File: src/hdl/mbc3_bank_and_rtc_controller_macros.svh
// Assertion macros shared by the bank and clock controller RTL.
`ifndef MBC3_BANK_AND_RTC_CONTROLLER_MACROS_SVH
`define MBC3_BANK_AND_RTC_CONTROLLER_MACROS_SVH
`ifndef SYNTHESIS
// Invariant that holds at every edge outside reset.
`define MBC3_ASSERT_ALWAYS(name, clk, rst_n, cond) \
	name: assert property (@(posedge clk) disable iff (!rst_n) (cond)) \
	else $error("mbc3 invariant failed");
// Condition in a cycle implies a consequence in the same cycle.
`define MBC3_ASSERT_IMPLY(name, clk, rst_n, ante, cons) \
	name: assert property (@(posedge clk) disable iff (!rst_n) (ante) |-> (cons)) \
	else $error("mbc3 implication failed");
`else
`define MBC3_ASSERT_ALWAYS(name, clk, rst_n, cond)
`define MBC3_ASSERT_IMPLY(name, clk, rst_n, ante, cons)
`endif
`endif

File: src/hdl/mbc3c_pkg.sv
// Types, constants and helpers of the bank and clock controller.
`default_nettype none
package mbc3c_pkg;

	// Control area decode on address bits 14..13 (bit 15 low)
	localparam logic [1:0] REGION_ENABLE = 2'd0;
	localparam logic [1:0] REGION_ROM    = 2'd1;
	localparam logic [1:0] REGION_SELECT = 2'd2;
	localparam logic [1:0] REGION_LATCH  = 2'd3;

	localparam logic [3:0] ENABLE_KEY    = 4'hA;
	localparam logic [7:0] RAM_BANK_MAX  = 8'h03;
	localparam logic [7:0] CLK_SEL_FIRST = 8'h08;
	localparam logic [7:0] CLK_SEL_LAST  = 8'h0C;
	localparam logic [3:0] CLK_SEL_BIAS  = 4'd7;
	localparam logic [2:0] CLK_SEL_NONE  = 3'd0;
	localparam logic [2:0] CLK_SEL_MAX   = 3'd5;
	localparam logic [7:0] LATCH_ARM     = 8'h00;
	localparam logic [7:0] LATCH_FIRE    = 8'h01;

	localparam logic [6:0] MINUTE_SPAN   = 7'd60;
	localparam logic [6:0] MINUTE_LAST   = 7'd59;
	localparam logic [5:0] DAY_HOURS     = 6'd24;
	localparam logic [5:0] HOUR_LAST     = 6'd23;

	localparam int DH_CARRY = 7;
	localparam int DH_HALT  = 6;
	localparam int DH_DAY8  = 0;

	localparam logic [6:0] ROM_BANK_RST  = 7'd1;
	localparam logic [6:0] ROM_BANK_ZERO = 7'd0;

	typedef struct packed {
		logic [15:0] address;
		logic [7:0]  write_data;
		logic [5:0]  elapsed_seconds;
		logic [5:0]  elapsed_minutes;
		logic [4:0]  elapsed_hours;
		logic [8:0]  elapsed_days;
	} mbc3c_wr_t;

	typedef struct packed {
		logic       ram_enable;
		logic [6:0] rom_bank;
		logic [1:0] ram_bank;
		logic [2:0] clock_select;
		logic [7:0] bank_select_raw;
		logic [5:0] clock_seconds;
		logic [5:0] clock_minutes;
		logic [4:0] clock_hours;
		logic [7:0] clock_day_low;
		logic [7:0] clock_day_high;
	} mbc3c_res_t;

	typedef struct packed {
		logic       ram_en;
		logic [6:0] rom_bank;
		logic [1:0] ram_bank;
		logic [2:0] clk_sel;
		logic [7:0] select_raw;
		logic [5:0] rtc_sec;
		logic [5:0] rtc_min;
		logic [4:0] rtc_hour;
		logic [7:0] day_low;
		logic [7:0] day_high;
		logic       latch_armed;
	} mbc3c_state_t;

	localparam mbc3c_state_t STATE_RST = '{
		ram_en: 1'b0, rom_bank: ROM_BANK_RST, ram_bank: 2'd0, clk_sel: CLK_SEL_NONE,
		select_raw: 8'd0, rtc_sec: 6'd0, rtc_min: 6'd0, rtc_hour: 5'd0,
		day_low: 8'd0, day_high: 8'd0, latch_armed: 1'b0
	};

	// Present the controller state as a result item; bank 0 reads as bank 1
	function automatic mbc3c_res_t state_to_res(input mbc3c_state_t st);
		mbc3c_res_t r;
		r.ram_enable      = st.ram_en;
		r.rom_bank        = (st.rom_bank == ROM_BANK_ZERO) ? ROM_BANK_RST : st.rom_bank;
		r.ram_bank        = st.ram_bank;
		r.clock_select    = st.clk_sel;
		r.bank_select_raw = st.select_raw;
		r.clock_seconds   = st.rtc_sec;
		r.clock_minutes   = st.rtc_min;
		r.clock_hours     = st.rtc_hour;
		r.clock_day_low   = st.day_low;
		r.clock_day_high  = st.day_high;
		return r;
	endfunction

endpackage
`default_nettype wire

File: src/hdl/mbc3_bank_and_rtc_controller.sv
// Top level of the cartridge bank controller with real-time clock.
//
// Usage:
//   Write channel (wr_valid / wr_stall / wr): one processor write to the
//   control area per item, with the elapsed interval to apply if the write
//   completes a latch sequence (a write of 0, then a write of 1, to the
//   latch area). Address bits 14..13 pick enable, ROM bank, RAM bank or
//   clock select, or latch; bit 15 set writes nothing.
//   Result channel (res_valid / res_stall / res): one item per write, the
//   controller state as it stands after that write.
//   The path is one input register, then the decode and clock carry chain
//   into the result register. Throughput is one item per cycle while the
//   result side does not stall; the carry chain through seconds, minutes,
//   hours and days is the longest path.
//   A stalled result holds in its register; the input register still takes
//   one more item, and wr_stall rises only when both are full.
//   Reset clears both stages and sets the state to its power-up values:
//   RAM disabled, ROM bank 1, RAM bank 0, no clock register, clock at zero.
`default_nettype none
`include "mbc3_bank_and_rtc_controller_macros.svh"
module mbc3_bank_and_rtc_controller (
	input  logic                  clk,
	input  logic                  arst_n,
	input  logic                  wr_valid,
	output logic                  wr_stall,
	input  mbc3c_pkg::mbc3c_wr_t  wr,
	output logic                  res_valid,
	input  logic                  res_stall,
	output mbc3c_pkg::mbc3c_res_t res
);
	import mbc3c_pkg::*;

	logic         wr_valid_s1;
	mbc3c_wr_t    wr_item_s1;
	logic         res_valid_q;
	mbc3c_res_t   res_q;
	mbc3c_state_t state_q;
	mbc3c_state_t state_nxt;
	logic         wr_take;
	logic         s1_move;

	// Move the held write into the result register whenever that register
	// is empty or being drained this cycle.
	assign s1_move  = wr_valid_s1 && (!res_valid_q || !res_stall);
	// Stall the writer only when the input register cannot empty.
	assign wr_stall = wr_valid_s1 && res_valid_q && res_stall;
	assign wr_take  = wr_valid && !wr_stall;

	// Input stage: hold the write until it moves on.
	always_ff @(posedge clk or negedge arst_n) begin
		if (!arst_n) begin
			wr_valid_s1 <= 1'b0;
		end else if (wr_take) begin
			wr_valid_s1 <= 1'b1;
		end else if (s1_move) begin
			wr_valid_s1 <= 1'b0;
		end
	end

	always_ff @(posedge clk) begin
		if (wr_take) begin
			wr_item_s1 <= wr;
		end
	end

	// Decode the write and run the clock advance against the current state.
	mbc3c_update u_update (
		.cur  (state_q),
		.item (wr_item_s1),
		.nxt  (state_nxt)
	);

	// Controller state advances exactly once per write, as it moves out.
	always_ff @(posedge clk or negedge arst_n) begin
		if (!arst_n) begin
			state_q <= STATE_RST;
		end else if (s1_move) begin
			state_q <= state_nxt;
		end
	end

	// Result register: load on move, drop once taken.
	always_ff @(posedge clk or negedge arst_n) begin
		if (!arst_n) begin
			res_valid_q <= 1'b0;
		end else if (s1_move) begin
			res_valid_q <= 1'b1;
		end else if (!res_stall) begin
			res_valid_q <= 1'b0;
		end
	end

	always_ff @(posedge clk) begin
		if (s1_move) begin
			res_q <= state_to_res(state_nxt);
		end
	end

	assign res_valid = res_valid_q;
	assign res       = res_q;

	// Checks on the controller's own logic.
	`MBC3_ASSERT_IMPLY(a_rom_bank_nonzero, clk, arst_n, res_valid, res.rom_bank != ROM_BANK_ZERO)
	`MBC3_ASSERT_IMPLY(a_stall_only_full, clk, arst_n, wr_stall, wr_valid_s1 && res_valid_q)
	`MBC3_ASSERT_ALWAYS(a_day_high_unused_clear, clk, arst_n, state_q.day_high[5:1] == 5'd0)
	`MBC3_ASSERT_ALWAYS(a_clk_sel_range, clk, arst_n, state_q.clk_sel <= CLK_SEL_MAX)

endmodule
`default_nettype wire

File: src/hdl/mbc3c_update.sv
// Next-state logic of the controller for one bus write.
`default_nettype none
module mbc3c_update (
	input  mbc3c_pkg::mbc3c_state_t cur,
	input  mbc3c_pkg::mbc3c_wr_t    item,
	output mbc3c_pkg::mbc3c_state_t nxt
);
	import mbc3c_pkg::*;

	logic [1:0] region;
	logic [6:0] sec_sum, sec_wrap;
	logic [6:0] min_sum, min_wrap;
	logic [5:0] hour_sum, hour_wrap;
	logic [9:0] day_sum;
	logic       sec_cy, min_cy, hour_cy;

	assign region = item.address[14:13];

	// Clock advance: seconds -> minutes -> hours -> 9-bit days
	assign sec_sum  = {1'b0, cur.rtc_sec} + {1'b0, item.elapsed_seconds};
	assign sec_cy   = sec_sum > MINUTE_LAST;
	assign sec_wrap = sec_sum - MINUTE_SPAN;

	assign min_sum  = {1'b0, cur.rtc_min} + {1'b0, item.elapsed_minutes} + {6'd0, sec_cy};
	assign min_cy   = min_sum > MINUTE_LAST;
	assign min_wrap = min_sum - MINUTE_SPAN;

	assign hour_sum  = {1'b0, cur.rtc_hour} + {1'b0, item.elapsed_hours} + {5'd0, min_cy};
	assign hour_cy   = hour_sum > HOUR_LAST;
	assign hour_wrap = hour_sum - DAY_HOURS;

	assign day_sum = {1'b0, cur.day_high[DH_DAY8], cur.day_low}
		+ {1'b0, item.elapsed_days} + {9'd0, hour_cy};

	always_comb begin
		nxt = cur;
		if (!item.address[15]) begin
			unique case (region)
				REGION_ENABLE: begin
					nxt.ram_en = (item.write_data[3:0] == ENABLE_KEY);
				end
				REGION_ROM: begin
					nxt.rom_bank = item.write_data[6:0];
				end
				REGION_SELECT: begin
					nxt.select_raw = item.write_data;
					if (item.write_data <= RAM_BANK_MAX) begin
						nxt.ram_bank = item.write_data[1:0];
						nxt.clk_sel  = CLK_SEL_NONE;
					end else if (item.write_data >= CLK_SEL_FIRST &&
						item.write_data <= CLK_SEL_LAST) begin
						nxt.clk_sel = 3'(item.write_data[3:0] - CLK_SEL_BIAS);
					end
				end
				REGION_LATCH: begin
					if (item.write_data == LATCH_ARM) begin
						nxt.latch_armed = 1'b1;
					end else if (item.write_data == LATCH_FIRE && cur.latch_armed) begin
						nxt.latch_armed = 1'b0;
						if (!cur.day_high[DH_HALT]) begin
							nxt.rtc_sec  = sec_cy ? sec_wrap[5:0] : sec_sum[5:0];
							nxt.rtc_min  = min_cy ? min_wrap[5:0] : min_sum[5:0];
							nxt.rtc_hour = hour_cy ? hour_wrap[4:0] : hour_sum[4:0];
							nxt.day_low  = day_sum[7:0];
							// carry is sticky; bits 5..1 drop on every advance
							nxt.day_high = {cur.day_high[DH_CARRY] | day_sum[9],
								cur.day_high[DH_HALT], 5'd0, day_sum[8]};
						end
					end
				end
				default: begin
					nxt = cur;
				end
			endcase
		end
	end

endmodule
`default_nettype wire

File: config.mk
export PLATFORM = sky130hd
export DESIGN_NAME = mbc3_bank_and_rtc_controller
export DESIGN_NICKNAME = d
export VERILOG_FILES = /design/src/hdl/mbc3c_pkg.sv /design/src/hdl/mbc3_bank_and_rtc_controller.sv /design/src/hdl/mbc3c_update.sv
export VERILOG_INCLUDE_DIRS = /design/src /design/src/hdl
export SDC_FILE = /design/constraint.sdc
export NUM_CORES = 1
export LEC_CHECK = 0
export ABC_AREA = 1
export BUFFER_PORTS_ARGS = -buffer_cell sky130_fd_sc_hd__buf_2
export CAP_MARGIN = 0
export CORE_AREA = 2 2 121 170
export CTS_BUF_LIST = sky130_fd_sc_hd__clkbuf_4 sky130_fd_sc_hd__clkbuf_8 sky130_fd_sc_hd__clkbuf_16
export CTS_CLUSTER_SIZE = 40
export DETAILED_ROUTE_END_ITERATION = 10
export DIE_AREA = 0 0 123 172
export GPL_TIMING_DRIVEN = 0
export PLACE_DENSITY = 0.62
export REMOVE_ABC_BUFFERS = 1
export SKIP_LAST_GASP = 1
export SYNTH_ARGS = -nofsm -noshare
export SYNTH_HDL_FRONTEND = slang
export SYNTH_SLANG_ARGS = --single-unit
File: constraint.sdc
create_clock -name clk -period 10.9 [get_ports clk]
set_clock_uncertainty 0.15 [all_clocks]
set_input_delay 0.545 -clock clk [delete_from_list [all_inputs] [get_ports clk]]
set_output_delay 0.545 -clock clk [all_outputs]
set_load 0.02 [all_outputs]
# Word level (Yosys, flattened, before mapping)
# Cells that the tools add are included.
[totals] word_cells=89 regBits=161 in_bits=54 out_inout_bits=56
[op_classes] order_cmp=6 n_addsub=11 eq_ne=6 muxes=19 n_bitwise=2 n_reduce_logical=16
[op_table] operator="$mux W34" n=2
[op_table] operator="$mux W33" n=2
[op_table] operator="$mux W55" n=1
[op_table] operator="$add A6 B6 Y7" n=2
[op_table] operator="$gt A7 B6 Y1 const B" n=2
[op_table] operator="$mux W13" n=1
[op_table] operator="$mux W6" n=2
[op_table] operator="$sub A6 B6 Y6 const B" n=2
[op_table] operator="$add A10 B1 Y10" n=1
[op_table] operator="$add A9 B9 Y10" n=1
[op_table] operator="$eq A8 B1 Y1 const B" n=1
[op_table] operator="$ge A8 B4 Y1 const B" n=1
[op_table] operator="$le A8 B2 Y1 const B" n=1
[op_table] operator="$le A8 B4 Y1 const B" n=1
[op_table] operator="$logic_not A8 Y1" n=1
[op_table] operator="$add A7 B1 Y7" n=1
[op_table] operator="$logic_not A7 Y1" n=1
[op_table] operator="$mux W7" n=1
[op_table] operator="$add A5 B5 Y6" n=1
[op_table] operator="$add A6 B1 Y6" n=1
[op_table] operator="$gt A6 B5 Y1 const B" n=1
[op_table] operator="$logic_and A1 B1 Y1" n=6
[op_table] operator="$mux W1" n=6
[op_table] operator="$mux W3" n=2
[op_table] operator="15 further kinds" n=19

# Logic depth before layout (Yosys ltp)
# Gate-level depths: netlist (run 1).
[depth] ltp_word=14 ltp_mapped=38 depth_no_buf=38

# Modules after synthesis
# Synthesis (run 1) repeated with hierarchy kept, for this count alone.
[unflattened] hier_cells=770 hier_area_um2=7724.9
[modules_own_cells] module="mbc3_bank_and_rtc_controller" area_each_um2=5445.2 instances=1 cells_each=365
[modules_own_cells] module="mbc3c_update" area_each_um2=2279.7 instances=1 cells_each=405

# Worst setup path before layout (run 1)
# No wires, ideal clock.
[synth_timing] path_type="flip-flop to flip-flop" startpoint="register state_q[28] (netlist name)" endpoint="register res_q (netlist bit res[14]), data pin" slack_ps=4365 required_ps=10490 setup_time_ps=260 t_arrival_ps=6125 path_stages_with_launch=37 period_less_slack_ps=6535 cell_sequence="dfrtp_1 > ha_1 > inv_1 > fa_1 > xnor2_2 > inv_2 > ha_1 > nand2_1 > nor2_1 > nand3_2 > nand2_4 > fa_1 > fa_1 > xnor2_2 > inv_1 > ha_1 > a21oi_1 > nand3_2 > o21ai_4 > inv_2 > fa_1 > fa_1 > o21ai_0 > xnor2_1 > nor2b_1 > nor2_1 > fa_1 > inv_1 > fa_1 > nand3_1 > nand2_1 > a21oi_1 > nor2_1 > nor2_1 > xnor2_1 > nand2_1 > o21ai_0"
[synth_rtl] item="from (decl)" line="mbc3_bank_and_rtc_controller.sv:37" rtl="mbc3c_state_t state_q;"
[synth_rtl] item="from (signal assigned)" line="mbc3_bank_and_rtc_controller.sv:78" rtl="state_q <= state_nxt;"
[synth_rtl] item="to (signal assigned)" line="mbc3_bank_and_rtc_controller.sv:95" rtl="res_q <= state_to_res(state_nxt);"
[synth_rtl] item="to (decl)" line="mbc3_bank_and_rtc_controller.sv:36" rtl="mbc3c_res_t res_q;"

==> flow_summary.toml, run 1 <==
[hold_path]
hold_path_class = "in -> reg"

[clocking]
cts.repair.resized = 0
cts_root_buf = "clkbuf_16"
worstSkewPairLatency_ps = 430
clockBufferDepth = 2
clk_pin_slew_ps = 70
htree_num_levels = 4
cts_num_sinks = 146
cts_buffers = 17
cts_tree = "built"

[critical_path]
path_buf_inv = 5
critPathLaunchType = "flip-flop"
cp_slowest_cell = "fa_1"
worst-setup-path-type = "reg -> reg"
cpPeakStageDelay_ps = 450
crit_family = "adder cells"
cp.required_ps = 10900
cp.arrival_ps = 7320
path_max_fanout = 7
worstSetupEndpointType = "flip-flop"
crit_top_cell = "fa_1"

[final_layout]
n_fill_cell = 1909
drive_gt1_share_pct = 20.5
num_antenna_cells = 0
area_delta_synth_final_pct = 18.3
layout.cells.non_filler = 1072
post-route-util_pct = 43.0
nets = 899

[route]
drtIter0Drc = 272
route.detailed.drc = 0
ant_nets = 0
vias_per_cell = 4.59
vias = 4923
wl_per_cell_um = 13.5
first_pass_iters = 4
drt-total-wl_um = 14500

[placed_design]
gp_congestion = 0.786
io_buffers = 95
dp_hpwl_um = 10000
dp_cells = 1038

[synthesis]
synth_top_area_share_pct = 37.8
postSynthCellCount = 704
yosysMostFrequentCell = "nand2_1"
ys_seq_area_share_pct = 57.4
synthArstFlopShare_pct = 38.4
synth_area_leaders = "edfxtp_1 38%, dfrtp_1 19%, nand2_1 10%, ha_1 5.4%, inv_1 4.8%"
syn_area_per_cell_sq_um = 10.2
synthDistinctLibCells = 51
ys_seq_elements = 146
synth_edf_count = 90
yosysWarnings = 0
synth_ff_type = "edfxtp_1"
netlist_area_sq_um = 7160
yosysTopAreaCell = "edfxtp_1"
synth_common_cells = "193 x nand2_1, 91 x inv_1, 90 x edfxtp_1"

[global_routing]
grt_pass1_wl_um = 23400
grt.overflow.total = 0
grt_pass1_vias = 4796
antenna_found_initial = 0
grt_start_max_net_pins = 77
grtUsageTotal_pct = 14.7

[floorplan]
die_x_um = 123
std_cell_rows = 61
die_area_sq_um = 21200
floorplan.initialDensity_pct = 36.3
core_sq_um = 19700
die_h_um = 172
ioPinCount = 110

[pwr]
leakage_nw = 3.94
power.density_nw_per_um2 = 177
max-vdd-ir-drop_uv = 93.4

[timing]
slew_violations = 0
setup_tns_ps = 0
rsz0062_at_grt = "no"
fin_crit_sh_pct = 67.2
hold_viol_final = 0
fin_hold_ws_ps = 139
max_freq_mhz = 137
period_minus_slack_ps = 7320
setup_viol = 0
max_slew_margin_pct = 13.5
tightest_slew_ps = 1300

[job]
maxCapViolCount = 0

[run_status]
run_status = "complete, no violations"
==> worst register-to-register path, delay by kind of cell, from the launching register on <==
family / cells / cell delay (ps)
simple gates: 12 / 1110
buf+inv: 5 / 420
flops: 1 / 380
fa+ha+maj: 10 / 3330
xor+xnor: 4 / 760
compound gates: 5 / 890
==> layout by cell type (no fill, tap or decap), types with 3 or more instances in the layout <==
cell	synthesis	final
nor3_1	3	3
nand3_2	4	4
clkbuf_16	0	17
nand3_1	26	26
buf_2	6	95
nand2_1	193	193
a211o_1	3	3
inv_8	0	4
nor2_1	33	33
edfxtp_1	90	90
a21oi_1	20	20
xnor2_1	7	7
inv_2	6	7
nand2_2	6	6
nand3b_1	3	3
xor2_1	5	5
nor2_8	3	3
fa_1	7	7
ha_1	31	31
inv_1	91	90
dfrtp_1	55	55
o21ai_0	62	62
inv_6	1	6
nand4_1	7	7
==> routing by layer <==
layer / track usage [%] / routed length, um / vias up
li1: - / - / 2518
met1: 17.3 / 6270 / 2280
met2: 24.9 / 7330 / 98
met3: 3.40 / 481 / 27
met4: 7.66 / 433 / 0
met5: 0 / 0 / -
==> through the flow <==
stage / instance area [sq um] / worst slack [ps] / total power [mW]
floorplan: 7040 / 4330 / 0.861
global placement: 7830 / 3540 / 0.925
detailed placement: 7850 / 3530 / 0.932
CTS: 8450 / 3500 / 1.52
global route: 8460 / 2870 / 1.58
finish: 8460 / 3580 / 1.50
==> logic make-up (layout without fill, tap and decap cells) <==
group / count (synthesis) / count (layout) / synth area share, %
compound gates: 102 / 102 / 8.01
xor+xnor: 15 / 15 / 2.15
fa+ha+maj: 38 / 38 / 7.38
buf+inv: 114 / 230 / 7.01
flops: 146 / 146 / 57.4
other cells: 1 / 1 / 0.0524
simple gates: 288 / 288 / 18.0
==> power breakdown <==
part | switching, mW | total, mW | internal (mW) | leakage [nW]
combinational | 0.147 | 0.221 | 0.0741 | 2.09
sequential | 0.0257 | 0.696 | 0.671 | 1.56
clock | 0.256 | 0.582 | 0.326 | 0.290
==> timing repair <==
| action | in CTS | in global routing |
|---|---|---|
| hold buffers | 1 | 0 |
| hold endpoints to repair | 21 | 0 |
| setup buffers | 0 | 0 |
==> state kept, by name (all words and copies together), names as in the netlist <==
name,flops
wr_item_s1,37
wr_valid_s1,1
res_valid,1
res,53
state_q,54
==> worst paths after layout <==
| kind | start | end | slack [ps] | cells after the start |
|---|---|---|---|---|
| setup / recovery | state_q[28] | res[14] | 3580 | 36 |
| hold / removal | wr[11] | wr_item_s1[11] | 140 | 1 |
| setup reg to reg | state_q[28] | res[14] | 3580 | 36 |
| hold reg to reg | state_q[8] | state_q[8] | 310 | 2 |
| max in group asynchronous | arst_n | state_q[22] | 9490 | 3 |
| min in group asynchronous | arst_n | state_q[40] | 500 | 2 |
==> cell type report <==
cell class,count,area [sq um],area share (%)
Sequential cell,146,4110,48.5
Tap cell,252,315,3.73
Clock buffer,17,425,5.03
Inverter,100,383,4.52
Multi-Input combinational cell,444,2550,30.1
Clock inverter,15,165,1.95
Timing Repair Buffer,98,520,6.15
(Power assumes the default switching activity.)
==> inputs of run 2 (changes only) <==
==> constraint.sdc (replaced) <==
create_clock -name clk -period 7.1 [get_ports clk]
set_clock_uncertainty 0.15 [all_clocks]
set_input_delay 0.355 -clock clk [delete_from_list [all_inputs] [get_ports clk]]
set_output_delay 0.355 -clock clk [all_outputs]
set_load 0.02 [all_outputs]
==> run 2 against run 1 <==
Net effect:
- first-iteration DRC count shrank 9.6%
- non-clock buffer count grew 41
- flip-flop and latch count unchanged
- routed wire length rose by 2.7%
- sequential power up 54%
- maximum frequency rose by 9.2%
- critical path type unchanged
==> flow_summary.toml, run 2 (synthesized netlist as in run 1, its figures left out) <==
[critical_path]
cpPeakStageDelay_ps = 410
critPathLaunchType = "flip-flop"
worstSetupEndpointType = "flip-flop"
path_buf_inv = 4
cp.required_ps = 7100
path_max_fanout = 5
cp.arrival_ps = 6710
crit_family = "adder cells"
worst-setup-path-type = "reg -> reg"
crit_top_cell = "fa_2"
cp_slowest_cell = "dfrtp_1"

[route]
vias_per_cell = 4.57
wl_per_cell_um = 13.4
route.detailed.drc = 0
ant_nets = 0
vias = 5089
first_pass_iters = 4
drtIter0Drc = 246
drt-total-wl_um = 14900

[timing]
max_freq_mhz = 149
max_slew_margin_pct = 13.5
hold_viol_final = 0
fin_ws_ps = 395
slew_violations = 0
tightest_slew_ps = 1300
period_minus_slack_ps = 6710
fin_crit_sh_pct = 94.4
setup_viol = 0

[global_routing]
grt_start_max_net_pins = 77
antenna_found_initial = 0
grtUsageTotal_pct = 15.0
grt_pass1_vias = 4943
grt_pass1_wl_um = 23900
grt.overflow.total = 0

[floorplan]
die_h_um = 172
die_x_um = 123
core_sq_um = 19700
floorplan.initialDensity_pct = 36.3
std_cell_rows = 61
die_area_sq_um = 21200
ioPinCount = 110

[placed_design]
io_buffers = 95
gp_congestion = 0.786
dp_hpwl_um = 10000
placed_area_sq_um = 7850
preCtsSetupSlack_ps = -270

[final_layout]
area_delta_synth_final_pct = 24.7
post-route-util_pct = 45.3
nets = 940
largest_reg_flops = 54
most-common-layout-cells = "193 x nand2_1, 95 x buf_2, 90 x inv_1, 90 x edfxtp_1, 61 x o21ai_0"
layout.cells.most_common = "nand2_1"
largest-register = "state_q"
num_antenna_cells = 0
design_area_sq_um = 8920
drive_gt1_share_pct = 21.3

[clocking]
clk_pin_slew_ps = 70
worstSkewPairLatency_ps = 430
cts_buffers = 17
cts_tree = "built"
clockBufferDepth = 2
cts_num_sinks = 146
cts_root_buf = "clkbuf_16"
htree_num_levels = 4

[pwr]
max-vdd-ir-drop_uv = 144
leakage_nw = 4.12
share_comb_of_total_power_pct = 15.5
power_mw = 2.32
power.density_nw_per_um2 = 260
p_int_mw = 1.66
switching_share_pct = 28.5
sequentialPowerShare_pct = 46.0
switchingPower_mw = 0.663
clock_power_share_pct = 38.5

[run_status]
run_status = "complete, no violations"

[job]
maxCapViolCount = 0

[hold_path]
hold_path_class = "in -> reg"
==> run 2: changes by cell type in the layout (fill, tap and decap cells not counted), sizes merged <==
cell,delta
dlygate4sd3,+38
buf,+3
==> run 2: path summary, 6_finish.rpt <==
kind / from / to / slack, ps / cells after the start
min in group asynchronous: arst_n / state_q[40] / 310 / 2
max in group asynchronous: arst_n / state_q[22] / 5880 / 3
min: res_stall / res_valid / 40 / 3
max: state_q[28] / res[14] / 390 / 36
max reg2reg: state_q[28] / res[14] / 390 / 36
min reg2reg: state_q[8] / state_q[8] / 310 / 2
==> run 2: worst min-delay path: cells and delay by family <==
family | cells | cell delay, ps
buffers and inverters | 1 | 70
and+or+nand+nor | 2 | 150
==> run 2: routing by layer <==
layer / vias to the layer above / GRT usage [%] / wire length [um]
li1: 2601 / - / -
met1: 2355 / 17.6 / 6390
met2: 100 / 25.5 / 7540
met3: 33 / 3.30 / 466
met4: 0 / 7.86 / 501
met5: - / 0 / 0
==> run 2: area by class of cell <==
class                           instances  area (sq um)
Clock inverter                         15           165
Multi-Input combinational cell        444          2610
Sequential cell                       146          4110
Tap cell                              252           315
Fill cell                            1880         10800
Clock buffer                           17           425
Inverter                              100           383
Timing Repair Buffer                  139           923
==> run 2: what timing repair did <==
action	4_1_cts	5_1_grt
pin swaps	3	5
hold endpoints to repair	59	0
gates resized for setup	3	12
buffers inserted	3	0
hold buffers	39	0
setup endpoints to repair	5	8
==> run 2: power by group through the flow <==
stage	clock network, mW	logic [mW]	registers (mW)
floorplan	0	0.193	1.13
global placement	0	0.336	1.08
detailed placement	0	0.345	1.09
CTS	0.916	0.365	1.07
global route	0.953	0.414	1.08
finish	0.894	0.361	1.07
==> run 2: through the flow <==
stage,instances,hold slack [ps],setup TNS (ps)
finish,1113,40.9,0
global route,1113,47.8,-31.3
CTS,1112,17.7,0
detailed placement,1038,239,-707
global placement,1037,290,-559
floorplan,690,-90.6,0
